`src/rtl/modular_exponentiation_defines.svh`:
```
// ----------------------------------------------------------------------------
// Modular exponentiation assertion macros
// Shared concurrent assertion helpers for the modular exponentiation block.
// ----------------------------------------------------------------------------
`ifndef MODULAR_EXPONENTIATION_DEFINES_SVH
`define MODULAR_EXPONENTIATION_DEFINES_SVH

// Same-cycle implication, disabled during reset
`define MODEXP_ASSERT_NOW(lbl, clk, rst_n, ante, cons) \
    lbl: assert property (@(posedge clk) disable iff (!rst_n) (ante) |-> (cons)) \
        else $error("modexp check failed");

// Next-cycle implication, disabled during reset
`define MODEXP_ASSERT_NEXT(lbl, clk, rst_n, ante, cons) \
    lbl: assert property (@(posedge clk) disable iff (!rst_n) (ante) |=> (cons)) \
        else $error("modexp check failed");

`endif

```
`src/rtl/modexp_pkg.sv`:
```
// ----------------------------------------------------------------------------
// Modular exponentiation package
// Shared widths, defaults, sequencer states and reducer control types.
// ----------------------------------------------------------------------------
package modexp_pkg;

    // Fixed width of every data word on the channels (the bad_modulus flag is a single bit)
    localparam int FIELD_BITS = 32;

    // Parameter defaults
    localparam int OPERAND_BITS_DEF  = 32;
    localparam int EXPONENT_BITS_DEF = 32;

    // Sequencer states
    typedef enum logic [2:0] {
        ST_IDLE,
        ST_REDUCE,
        ST_STEP,
        ST_MUL_ACC,
        ST_MUL_SQ,
        ST_FINISH
    } t_state;

    // Reducer operation
    typedef enum logic {
        MM_REDUCE,
        MM_MUL
    } t_mm_op;

    // Reducer command
    typedef struct packed {
        logic   start;
        t_mm_op op;
    } t_mm_ctl;

    // Reducer status
    typedef struct packed {
        logic busy;
        logic done;
    } t_mm_sts;

endpackage

```
`src/rtl/modexp_mulmod.sv`:
```
// ----------------------------------------------------------------------------
// Modular shift-add reducer
// One bit per cycle. MUL: acc = x*y mod m, y scanned LSB first.
// REDUCE: x = y mod m by restoring remainder, y scanned MSB first.
// ----------------------------------------------------------------------------
`include "modular_exponentiation_defines.svh"

module modexp_mulmod
    import modexp_pkg::*;
#(
    parameter int OPW = OPERAND_BITS_DEF
) (
    input  logic           i_clk,
    input  logic           i_rst_n,
    input  t_mm_ctl        i_ctl,
    input  logic [OPW-1:0] i_x,
    input  logic [OPW-1:0] i_y,
    input  logic [OPW-1:0] i_m,
    output t_mm_sts        o_sts,
    output logic [OPW-1:0] o_result
);

    localparam int CNTW = $clog2(OPW + 1);

    logic            r_busy;
    t_mm_op          r_op;
    logic [CNTW-1:0] r_cnt;
    logic [OPW-1:0]  r_x;
    logic [OPW-1:0]  r_y;
    logic [OPW-1:0]  r_acc;
    logic [OPW-1:0]  r_m;

    logic            finish;
    logic            dbl_bit;
    logic [OPW:0]    dbl_raw;
    logic [OPW-1:0]  dbl_mod;
    logic [OPW:0]    add_raw;
    logic [OPW-1:0]  add_mod;

    // Finish test: all multiplier bits consumed, or all dividend bits shifted in
    always_comb begin
        if (r_op == MM_MUL) begin
            finish = (r_y == '0);
        end else begin
            finish = (r_cnt == CNTW'(OPW));
        end
    end

    // Shared doubler: (2x + bit) mod m, input below m so one subtract suffices
    assign dbl_bit = (r_op == MM_REDUCE) ? r_y[OPW-1] : 1'b0;
    assign dbl_raw = {r_x, dbl_bit};
    assign dbl_mod = (dbl_raw >= {1'b0, r_m}) ? OPW'(dbl_raw - {1'b0, r_m})
                                              : dbl_raw[OPW-1:0];

    // Accumulator adder: (acc + x) mod m
    assign add_raw = {1'b0, r_acc} + {1'b0, r_x};
    assign add_mod = (add_raw >= {1'b0, r_m}) ? OPW'(add_raw - {1'b0, r_m})
                                              : add_raw[OPW-1:0];

    // Control registers
    always_ff @(posedge i_clk) begin
        if (!i_rst_n) begin
            r_busy <= 1'b0;
            r_op   <= MM_MUL;
            r_cnt  <= '0;
        end else if (i_ctl.start) begin
            r_busy <= 1'b1;
            r_op   <= i_ctl.op;
            r_cnt  <= '0;
        end else if (r_busy) begin
            if (finish) begin
                r_busy <= 1'b0;
            end else begin
                r_cnt <= r_cnt + CNTW'(1);
            end
        end
    end

    // Datapath registers
    always_ff @(posedge i_clk) begin
        if (i_ctl.start) begin
            r_x   <= (i_ctl.op == MM_MUL) ? i_x : '0;
            r_y   <= i_y;
            r_acc <= '0;
            r_m   <= i_m;
        end else if (r_busy && !finish) begin
            r_x <= dbl_mod;
            if (r_op == MM_MUL) begin
                if (r_y[0]) begin
                    r_acc <= add_mod;
                end
                r_y <= r_y >> 1;
            end else begin
                r_y <= r_y << 1;
            end
        end
    end

    assign o_sts.busy = r_busy;
    assign o_sts.done = r_busy && finish;
    assign o_result   = (r_op == MM_MUL) ? r_acc : r_x;

    // Checks
    `MODEXP_ASSERT_NOW(a_result_reduced, i_clk, i_rst_n, o_sts.done, o_result < r_m)
    `MODEXP_ASSERT_NOW(a_cnt_bound, i_clk, i_rst_n, r_busy && (r_op == MM_REDUCE),
        r_cnt <= CNTW'(OPW))

endmodule

```
`config.mk`:
```
export PLATFORM = sky130hd
export DESIGN_NAME = modexp_mulmod
export DESIGN_NICKNAME = d
export VERILOG_FILES = /design/src/rtl/modexp_pkg.sv /design/src/rtl/modexp_mulmod.sv
export VERILOG_INCLUDE_DIRS = /design/src /design/src/rtl
export SDC_FILE = /design/constraint.sdc
export NUM_CORES = 1
export LEC_CHECK = 0
export BUFFER_PORTS_ARGS = -buffer_cell sky130_fd_sc_hd__buf_2
export CAP_MARGIN = 40
export CORE_UTILIZATION = 30
export DETAILED_ROUTE_END_ITERATION = 10
export PLACE_DENSITY = 0.49
export SYNTH_ARGS = -nofsm -noshare
export SYNTH_HDL_FRONTEND = slang
export SYNTH_SLANG_ARGS = --single-unit
```
`constraint.sdc`:
```
create_clock -name i_clk -period 4.9 [get_ports i_clk]
set_clock_uncertainty 0.05 [all_clocks]
set_input_delay 0 -clock i_clk [delete_from_list [all_inputs] [get_ports i_clk]]
set_output_delay 0 -clock i_clk [all_outputs]
set_load 0.01 [all_outputs]
```
==> results by group, run 1 <==
Outcome
  • Outcome: finished, final reports clean

GRT
  • Largest net degree at the start of global routing: 74
  • Total grt overflow: 0
  • First-pass GRT wire length: 64000 µm
  • Tot GR Track Use: 0.214
  • Initial antenna violation count: 1
  • Number of global-route vias before repair: 11304

Clock tree
  • H-Tree Level Count: 4
  • Clk slew on worst S/H paths: 0.07 ns
  • Clk buf depth: 2
  • TritonCTS Sinks: 136
  • Clock Latency Late Sink: 0.46 ns
  • TritonCTS buffer count: 17
  • CTS tree: done
  • CTS Root Buffer Type: clkbuf_16

Drt
  • WL/cell: 19.1 µm
  • Routed WL: 41900 µm
  • Number of DRC markers in iteration 0: 660
  • Antenna-violating nets left: 0
  • Drt drc: 0
  • Avg Vias per Cell: 5.20
  • Pre-antenna DRT Iters: 5
  • Vias: 11396

Floorplan
  • Die extent in y: 199 µm
  • Chip width: 199 µm
  • Core area: 38000 µm²
  • Die area: 39700 µm²
  • Starting density of the core: 0.307
  • Rows: 71
  • I/O pin count: 134

Pwr
  • Logic pwr share: 0.646
  • Power Internal: 4.72 mW
  • Sw frac: 0.446
  • LEAKAGE: 7.13 nW
  • Pwr/cell area: 538 nW/µm²
  • Sequential Power Share: 0.193
  • Clock network power share: 0.161
  • Maximum VDD drop: 0.000304 V
  • Switching pwr: 3.80 mW

Place
  • Post-DP HPWL: 31600 µm
  • Placed Area: 13800 µm²
  • Routability congestion estimate: 0.889
  • I/O Buffers: 133

Yosys
  • Synth top area cells: edfxtp_1, ha_1, dfxtp_1
  • Post-synth EDFFs: 96
  • Unique masters post-synth: 81
  • Synthesized area: 11700 µm²
  • Seq/Total Area, Yosys: 0.315
  • Yosys top cell by area: edfxtp_1
  • Top-area cell type share of the netlist area: 0.247
  • Post-synthesis async set-or-reset flop share: 0
  • Gate Count Post-Synth: 1335
  • Syn nets: 1536
  • Avg Cell Area, Syn: 8.75 µm²
  • Top_reg_cell synth: edfxtp_1
  • Number of synthesized register bits: 136
  • Syn. warnings: 0

Worst setup path
  • Setup CP Type: reg2reg
  • FF-to-FF End: r_acc[18]
  • R2R depth: 22
  • Flop-to-flop setup slack: 0.08 ns
  • Crit path arrival time: 5.13 ns
  • Critical-path maximum fanout: 12
  • Reg2reg start: r_x[6]
  • CP Launch Type: flop
  • Req. time, crit path: 5.21 ns
  • Crit. End Element: flop

Hold path
  • Hold Path Class: in2reg
  • Worst Hold Endpoint: r_x[19]
  • Worst hold stages: 3
  • Worst Min Path Start: i_ctl[0]

Layout
  • Fill cells: 3904
  • Diode count: 0
  • P&R area growth vs syn: 35.7%
  • Layout Utilization: 0.417
  • Fin area: 15800 µm²
  • Net count reported at finish: 1869
  • Layout cells sized above 1: 0.248

Job
  • Max Cap Viol: 0

STA
  • Unrepaired setup endpoints after global routing: true
  • Hold Fails Final Rpt: 0
  • Setup violators final: 0
  • Tightest Pin Transition: 0.870 ns
  • Slew HR: 0.416
  • Tcrit/Tclk final: 0.983
  • Slew Limit Fails: 0
  • FMAX: 208 MHz
  • Final worst path period need: 4.82 ns
## cells by family (layout without fill, tap and decap cells)
family | count (synthesis) | after routing | share of synthesized area
adders and majority gates | 101 | 101 | 0.110
DFF | 136 | 136 | 0.315
and+or+nand+nor | 407 | 407 | 0.164
AOI/OAI and AO/OA | 408 | 408 | 0.236
buffers and inverters | 124 | 470 | 0.0429
xor gates and xnor gates | 73 | 73 | 0.0548
muxes | 86 | 86 | 0.0770
## placed cells by master (no fill, tap or decap), types with 31 or more instances in the layout
cell | synthesis | layout
a21o_1 | 47 | 47
xnor2_1 | 41 | 40
edfxtp_1 | 96 | 96
xor2_1 | 32 | 31
mux2i_1 | 55 | 54
buf_4 | 5 | 129
buf_2 | 7 | 132
dfxtp_1 | 40 | 39
a21oi_1 | 84 | 78
nor2_1 | 93 | 92
inv_1 | 66 | 66
mux2_2 | 31 | 31
dlygate4sd3_1 | 0 | 97
ha_1 | 98 | 92
nand2_1 | 156 | 152
o21ai_0 | 99 | 94
## layout make-up
type                            count  area (µm²)  area share
Timing Repair Buffer              371        2860       0.180
Tap cell                          511         639      0.0404
Clock buffer                       17         425      0.0268
Sequential cell                   136        3690       0.233
Multi-Input combinational cell   1075        7810       0.493
Inverter                           67         251      0.0159
Clock inverter                     15         173      0.0109
## metrics by stage
step           setup WS [ns]  TNS, ns  instances  power, mW  hold slack, ns
2_1_floorplan          0.155        0       1335       4.90          0.0119
3_3_place_gp          -0.405   -11.56       2042       6.61           0.126
3_5_place_dp          -0.417   -10.98       2044       6.63           0.128
4_1_cts              0.00209        0       2175       8.18         0.00459
5_1_grt               -0.128    -2.37       2192       9.18          0.0138
6_report              0.0826        0       2192       8.52          0.0270
## metal layers
metal / global-route usage / share of wire / wire length, µm / vias up
li1: - / - / - / 5669
met1: 0.287 / 0.47 / 19800 / 5441
met2: 0.349 / 0.47 / 19600 / 258
met3: 0.0346 / 0.046 / 1940 / 28
met4: 0.0681 / 0.016 / 664 / 0
met5: 0 / 0 / 0 / -
## flip-flops by register name (all words and copies together) (netlist names)
signal / count
r_acc: 32
r_m: 32
r_x: 32
r_y: 32
r_cnt: 6
r_busy: 1
r_op: 1
## synthesized netlist by cell type, types with 5 or more instances
| master | instances |
|---|---|
| a2111oi_0 | 5 |
| a211o_1 | 5 |
| a211oi_1 | 21 |
| a211oi_2 | 5 |
| a21boi_0 | 6 |
| a21o_1 | 47 |
| a21oi_1 | 84 |
| a311oi_1 | 22 |
| a31oi_1 | 14 |
| a32oi_1 | 8 |
| and2_1 | 7 |
| and3_1 | 14 |
| buf_2 | 7 |
| buf_4 | 5 |
| clkbuf_1 | 40 |
| dfxtp_1 | 40 |
| edfxtp_1 | 96 |
| ha_1 | 98 |
| inv_1 | 66 |
| mux2_2 | 31 |
| mux2i_1 | 55 |
| nand2_1 | 156 |
| nand2b_1 | 8 |
| nand3_1 | 30 |
| nand4_1 | 16 |
| nor2_1 | 93 |
| nor2b_1 | 11 |
| nor3_1 | 24 |
| nor4_1 | 9 |
| o211ai_1 | 9 |
| o21a_1 | 12 |
| o21ai_0 | 99 |
| o21ai_1 | 10 |
| o21bai_1 | 7 |
| o31ai_1 | 7 |
| or2_2 | 8 |
| or3_1 | 11 |
| xnor2_1 | 41 |
| xor2_1 | 32 |
## power groups by stage
| stage | Clock, mW | Sequential [mW] | Combinational [mW] |
|---|---|---|---|
| floorplan | 0 | 1.60 | 3.30 |
| global placement | 0 | 1.66 | 4.95 |
| detailed placement | 0 | 1.66 | 4.97 |
| CTS | 1.41 | 1.64 | 5.12 |
| global route | 1.46 | 1.66 | 6.06 |
| finish | 1.37 | 1.64 | 5.51 |
## timing repair
item,CTS,global route
cloned,0,2
pin swaps,7,31
endpoints found under the hold margin,117,0
buffers inserted,2,15
hold buffers,97,0
endpoints found under the setup margin,32,32
gates resized for setup,22,48
## worst max path at each step
stage	startpoint	endpoint	cells after the start
final	r_x[6]	r_acc[18]	22
after global routing	r_x[12]	r_acc[7]	22
after CTS	r_x[0]	r_acc[13]	20
after detailed placement	r_x[1]	r_acc[18]	20
after global placement	r_x[6]	r_acc[0]	18
after floorplan	r_x[0]	r_acc[5]	19
## worst max-delay path, stage by stage (launching register included)
cell	delay, ns
edfxtp_1	0.45
ha_4	0.29
a2111oi_0	0.47
nor3_1	0.12
a221oi_2	0.23
buf_4	0.17
o21a_1	0.19
o21a_4	0.20
buf_4	0.14
o21ai_2	0.08
a211oi_2	0.33
ha_1	0.30
buf_4	0.17
a21o_1	0.15
a21o_1	0.19
nand4_1	0.11
nand4_1	0.13
a21oi_2	0.17
buf_4	0.15
o21ai_4	0.06
buf_12	0.15
a21o_1	0.16
a311oi_2	0.26
(Power assumes the default switching activity.)
==> run 2, diff against run 1 <==
- MAX_ROUTING_LAYER: unset -> met4
- PLACE_DENSITY: 0.49 -> unset
==> run 2 against run 1 <==
Compared with the run above: via count up 2.4%; critical endpoint is now r_acc[8]; total power grew 2.6%; clock-buffer cell count up 1; wire length is 1.8% lower; worst hold slack better by 0.020 ns; utilization rose by 0.89 points; largest cell class unchanged.
==> results by group, run 2 (synthesis results as in run 1) <==
Layout
  • Net count reported at finish: 1886
  • Diode count: 0
  • Fill cells: 3838
  • Fin area: 16200 µm²
  • Post-Layout Cell Count: 2209
  • Layout Utilization: 0.426
  • Commonest cells after routing, fill and taps aside: buf_4, nand2_1, buf_2, dlygate4sd3_1, edfxtp_1
  • Most common cell after layout, fill and taps aside: buf_4
  • Layout cells sized above 1: 0.276
  • P&R area growth vs syn: 38.6%

Worst setup path
  • Slowest CP cell: edfxtp_1
  • WP buf/inv: 4
  • Crit-path max cell delay: 0.45 ns
  • Crit path top cell by count: buf_4
  • CP Launch Type: flop
  • Crit path arrival time: 5.18 ns
  • CP delay by family, top: compound AO/OA/AOI/OAI gates
  • Critical-path maximum fanout: 8
  • Setup CP Type: reg2reg
  • Req. time, crit path: 5.22 ns
  • Crit-path cells: ha_4, fa_2, a21o_1, a221o_1, a21oi_2, buf_4, nor4b_4, o21ai_2, xor2_1, ha_1, buf_4, a21oi_1, o31ai_4, o32a_2, nand3b_1, nand2b_1, nor2_2, o21a_4, buf_12, clkbuf_16, nand2_4, a311oi_2
  • Crit. End Element: flop

Pwr
  • Sequential Power Share: 0.187
  • Power Internal: 4.84 mW
  • Switching pwr: 3.91 mW
  • Logic pwr share: 0.660
  • Sw frac: 0.447
  • Pwr/cell area: 540 nW/µm²
  • LEAKAGE: 7.27 nW
  • Maximum VDD drop: 0.000296 V
  • Clock network power share: 0.153

Clock tree
  • CTS tree: done
  • TritonCTS buffer count: 17
  • Clk slew on worst S/H paths: 0.07 ns
  • Clock Latency Late Sink: 0.46 ns
  • CTS Root Buffer Type: clkbuf_16
  • Clk buf depth: 2
  • H-Tree Level Count: 4
  • TritonCTS Sinks: 136

STA
  • Slew HR: 0.417
  • Unrepaired setup endpoints after global routing: true
  • Tcrit/Tclk final: 0.992
  • Setup violators final: 0
  • Hold Fails Final Rpt: 0
  • Final worst path period need: 4.86 ns
  • Tightest Pin Transition: 0.870 ns
  • Slew Limit Fails: 0
  • FMAX: 206 MHz

Place
  • Routability congestion estimate: 0.964
  • I/O Buffers: 133
  • Placed insts: 2053
  • Post-DP HPWL: 30500 µm
  • Placed Area: 13800 µm²

Drt
  • Pre-antenna DRT Iters: 5
  • Vias: 11673
  • Avg Vias per Cell: 5.28
  • Routed WL: 41200 µm
  • Antenna-violating nets left: 0
  • WL/cell: 18.6 µm
  • Number of DRC markers in iteration 0: 878
  • Drt drc: 0

Floorplan
  • Rows: 71
  • Starting density of the core: 0.307
  • Die area: 39700 µm²
  • Core area: 38000 µm²
  • Chip width: 199 µm
  • Die extent in y: 199 µm
  • I/O pin count: 134

GRT
  • Initial antenna violation count: 0
  • First-pass GRT wire length: 62000 µm
  • Largest net degree at the start of global routing: 81
  • Tot GR Track Use: 0.210
  • Number of global-route vias before repair: 11353
  • Total grt overflow: 0

Hold path
  • Hold Path Class: in2reg

Job
  • Max Cap Viol: 0

Outcome
  • Outcome: finished, final reports clean
-- run 2: worst reg2reg max path, cell delays in order (launching register included) --
cell and delay [ns]:
edfxtp_1 0.45, ha_4 0.20, fa_2 0.34, a21o_1 0.21, a221o_1 0.32, a21oi_2 0.14
buf_4 0.14, nor4b_4 0.27, o21ai_2 0.10, xor2_1 0.20, ha_1 0.30, buf_4 0.15
a21oi_1 0.22, o31ai_4 0.13, o32a_2 0.40, nand3b_1 0.09, nand2b_1 0.10, nor2_2 0.14
o21a_4 0.21, buf_12 0.12, clkbuf_16 0.17, nand2_4 0.05, a311oi_2 0.26
-- run 2: what timing repair did --
| item | in CTS | in global routing |
|---|---|---|
| endpoints found under the hold margin | 103 | 0 |
| hold buffers | 98 | 0 |
| endpoints found under the setup margin | 32 | 32 |
| gates cloned | 0 | 3 |
| pin swaps | 4 | 47 |
| buffers inserted | 8 | 15 |
| gates resized for setup | 23 | 90 |
-- run 2: area by class of cell --
| type | count | area, µm² | share of cell area |
|---|---|---|---|
| Clock buffer | 18 | 439 | 0.0271 |
| Clock inverter | 14 | 151 | 0.00936 |
| Inverter | 67 | 251 | 0.0155 |
| Multi-Input combinational cell | 1075 | 8000 | 0.495 |
| Sequential cell | 136 | 3690 | 0.228 |
| Tap cell | 511 | 639 | 0.0395 |
| Timing Repair Buffer | 388 | 3010 | 0.186 |
-- run 2: per-stage QoR --
step | total power [mW] | setup TNS (ns) | hold slack [ns] | setup WS, ns
after global routing | 9.32 | -3.31 | 0.0464 | -0.186
after CTS | 8.11 | 0 | 0.0397 | 0.0128
final | 8.74 | 0 | 0.0467 | 0.0384
after global placement | 6.53 | -0.230 | 0.130 | -0.0884
after detailed placement | 6.58 | -3.28 | 0.128 | -0.295
after floorplan | 4.90 | 0 | 0.0119 | 0.155
-- run 2: routing by layer --
| metal | part of all wire | GRT usage | up-vias |
|---|---|---|---|
| li1 | - | - | 5682 |
| met1 | 0.46 | 0.272 | 5595 |
| met2 | 0.46 | 0.333 | 342 |
| met3 | 0.059 | 0.0381 | 54 |
| met4 | 0.023 | 0.0621 | 0 |
| met5 | 0 | - | - |
-- run 2: path summary, 6_finish.rpt --
path / startpoint / end / slack [ns] / cells past startpoint
hold reg to reg: r_cnt[5] / r_cnt[5] / 0.45 / 2
setup reg to reg: r_x[0] / r_acc[8] / 0.04 / 22
hold / removal: i_ctl[0] / r_x[11] / 0.05 / 3
setup / recovery: r_x[0] / r_acc[8] / 0.04 / 22
-- run 2: power groups by stage --
stage / Sequential (mW) / Combinational [mW] / Clock [mW]
global route: 1.65 / 6.25 / 1.41
global placement: 1.65 / 4.88 / 0
finish: 1.63 / 5.77 / 1.34
CTS: 1.63 / 5.12 / 1.36
floorplan: 1.60 / 3.30 / 0
detailed placement: 1.65 / 4.93 / 0
==> run 3, diff against run 2 <==
- HOLD_SLACK_MARGIN: unset -> 0.06
==> run 3 against run 2 <==
Compared with the run above: non-clock buffer count up 1; global-route usage unchanged; first-iteration DRC count down 6.2%; sequential share of layout area about the same; maximum frequency up 0.14%; critical path type unchanged; largest cell class unchanged.
==> results by group, run 3 (synthesis results as in run 1) <==
Pwr
  • Power Total: 8.75 mW
  • Logic pwr share: 0.660
  • Sw frac: 0.447
  • Switching pwr: 3.91 mW
  • Sequential Power Share: 0.187
  • LEAKAGE: 7.27 nW
  • Maximum VDD drop: 0.000296 V
  • Pwr/cell area: 540 nW/µm²
  • Clock network power share: 0.153
  • Power Internal: 4.84 mW

STA
  • Setup violators final: 0
  • Tightest Pin Transition: 0.855 ns
  • Final worst path period need: 4.85 ns
  • Slew HR: 0.426
  • Unrepaired setup endpoints after global routing: true
  • Slew Limit Fails: 0
  • FMAX: 206 MHz
  • Hold Fails Final Rpt: 0
  • Tcrit/Tclk final: 0.991
  • Setup TNS: 0 ns

Clock tree
  • H-Tree Level Count: 4
  • TritonCTS Sinks: 136
  • TritonCTS buffer count: 17
  • Clk slew on worst S/H paths: 0.07 ns
  • CTS tree: done
  • CTS Root Buffer Type: clkbuf_16
  • Clk buf depth: 2
  • Clock Latency Late Sink: 0.46 ns

Layout
  • Layout Utilization: 0.426
  • Diode count: 0
  • P&R area growth vs syn: 38.7%
  • Most common cell after layout, fill and taps aside: buf_4
  • Layout cells sized above 1: 0.275
  • Fin area: 16200 µm²
  • Net count reported at finish: 1887
  • Fill cells: 3838
  • Commonest cells after routing, fill and taps aside: buf_4, nand2_1, buf_2, dlygate4sd3_1, edfxtp_1

Floorplan
  • Die area: 39700 µm²
  • Chip width: 199 µm
  • Core area: 38000 µm²
  • I/O pin count: 134
  • Starting density of the core: 0.307
  • Die extent in y: 199 µm
  • Rows: 71

Job
  • Max Cap Viol: 0

GRT
  • Largest net degree at the start of global routing: 81
  • Total grt overflow: 0
  • Tot GR Track Use: 0.210
  • Number of global-route vias before repair: 11355
  • First-pass GRT wire length: 62000 µm
  • Initial antenna violation count: 0

Worst setup path
  • Crit-path max cell delay: 0.44 ns
  • Crit. End Element: flop
  • CP delay by family, top: compound AO/OA/AOI/OAI gates
  • Critical-path maximum fanout: 8
  • Setup CP Type: reg2reg
  • CP Launch Type: flop
  • WP buf/inv: 4
  • Req. time, crit path: 5.22 ns
  • Worst setup path start: r_x[0]
  • Crit path top cell by count: buf_4
  • Reg2reg start: r_x[0]
  • Crit path arrival time: 5.18 ns
  • Slowest CP cell: edfxtp_1
  • FF-to-FF End: r_acc[5]
  • R2R depth: 22
  • Crit-path cells: ha_4, fa_2, a21o_1, a221o_1, a21oi_2, buf_4, nor4b_4, o21ai_2, xor2_1, ha_1, buf_4, a21oi_1, o31ai_4, o32a_2, nand3b_1, nand2b_1, nor2_2, o21a_4, buf_12, clkbuf_16, nand2_1, a311oi_1
  • Flop-to-flop setup slack: 0.05 ns

Place
  • Routability congestion estimate: 0.964
  • Post-DP HPWL: 30500 µm
  • I/O Buffers: 133
  • Placed Area: 13800 µm²

Outcome
  • Outcome: finished, final reports clean

Hold path
  • Hold Path Class: in2reg
  • Worst Min Path Start: i_ctl[0]
  • Worst Hold Endpoint: r_x[11]
  • Worst hold stages: 3

Drt
  • WL/cell: 18.6 µm
  • Pre-antenna DRT Iters: 5
  • Vias: 11702
  • Drt drc: 0
  • Number of DRC markers in iteration 0: 824
  • Antenna-violating nets left: 0
  • Routed WL: 41100 µm
  • Avg Vias per Cell: 5.30
-- run 3: changes by cell type in the layout (fill, tap and decap cells not counted), sizes merged --
| cell | change |
|---|---|
| dlygate4sd3 | +1 |
-- run 3: worst max path at each step --
stage                endpoint  slack [ns]  cells past startpoint
floorplan            r_acc[5]        0.16                     19
global placement    r_acc[15]       -0.09                     22
detailed placement  r_acc[15]       -0.30                     22
CTS                 r_acc[15]        0.01                     22
global route        r_acc[15]       -0.19                     22
finish               r_acc[5]        0.05                     22
-- run 3: worst reg2reg max path, stage by stage, from the launching register on --
cell       delay (ns)
edfxtp_1         0.44
ha_4             0.20
fa_2             0.34
a21o_1           0.21
a221o_1          0.32
a21oi_2          0.14
buf_4            0.14
nor4b_4          0.27
o21ai_2          0.10
xor2_1           0.20
ha_1             0.30
buf_4            0.15
a21oi_1          0.22
o31ai_4          0.13
o32a_2           0.40
nand3b_1         0.09
nand2b_1         0.10
nor2_2           0.14
o21a_4           0.21
buf_12           0.12
clkbuf_16        0.18
nand2_1          0.07
a311oi_1         0.25
-- run 3: metal layers --
metal,up-vias,track usage,wire length (µm)
met4,0,0.0621,996
met5,-,-,0
li1,5685,-,-
met3,56,0.0381,2400
met1,5611,0.272,18800
met2,350,0.333,18900
-- run 3: final cells by class --
class	instances	area, µm²	area share
Multi-Input combinational cell	1075	8000	0.494
Sequential cell	136	3690	0.228
Timing Repair Buffer	389	3020	0.186
Tap cell	511	639	0.0395
Clock buffer	18	439	0.0271
Inverter	67	251	0.0155
Clock inverter	14	151	0.00935
-- run 3: timing repair --
item / in CTS / in global routing
setup endpoints to repair: 32 / 32
endpoints found under the hold margin: 104 / 0
resized for setup: 23 / 90
pin swaps: 4 / 47
hold buffers: 99 / 0
buffers inserted: 8 / 15
cloned: 0 / 3
-- run 3: power groups by stage --
stage               combinational (mW)  sequential (mW)  clock, mW
global route                      6.25             1.65       1.41
detailed placement                4.93             1.65          0
floorplan                         3.30             1.60          0
global placement                  4.88             1.65          0
CTS                               5.12             1.63       1.36
finish                            5.77             1.63       1.34
-- run 3: stage by stage --
step	hold WS (ns)	worst slack, ns	cells
global route	0.0839	-0.186	2210
finish	0.0593	0.0452	2210
floorplan	0.0119	0.155	1335
detailed placement	0.128	-0.295	2053
global placement	0.130	-0.0884	2050
CTS	0.0680	0.0128	2192
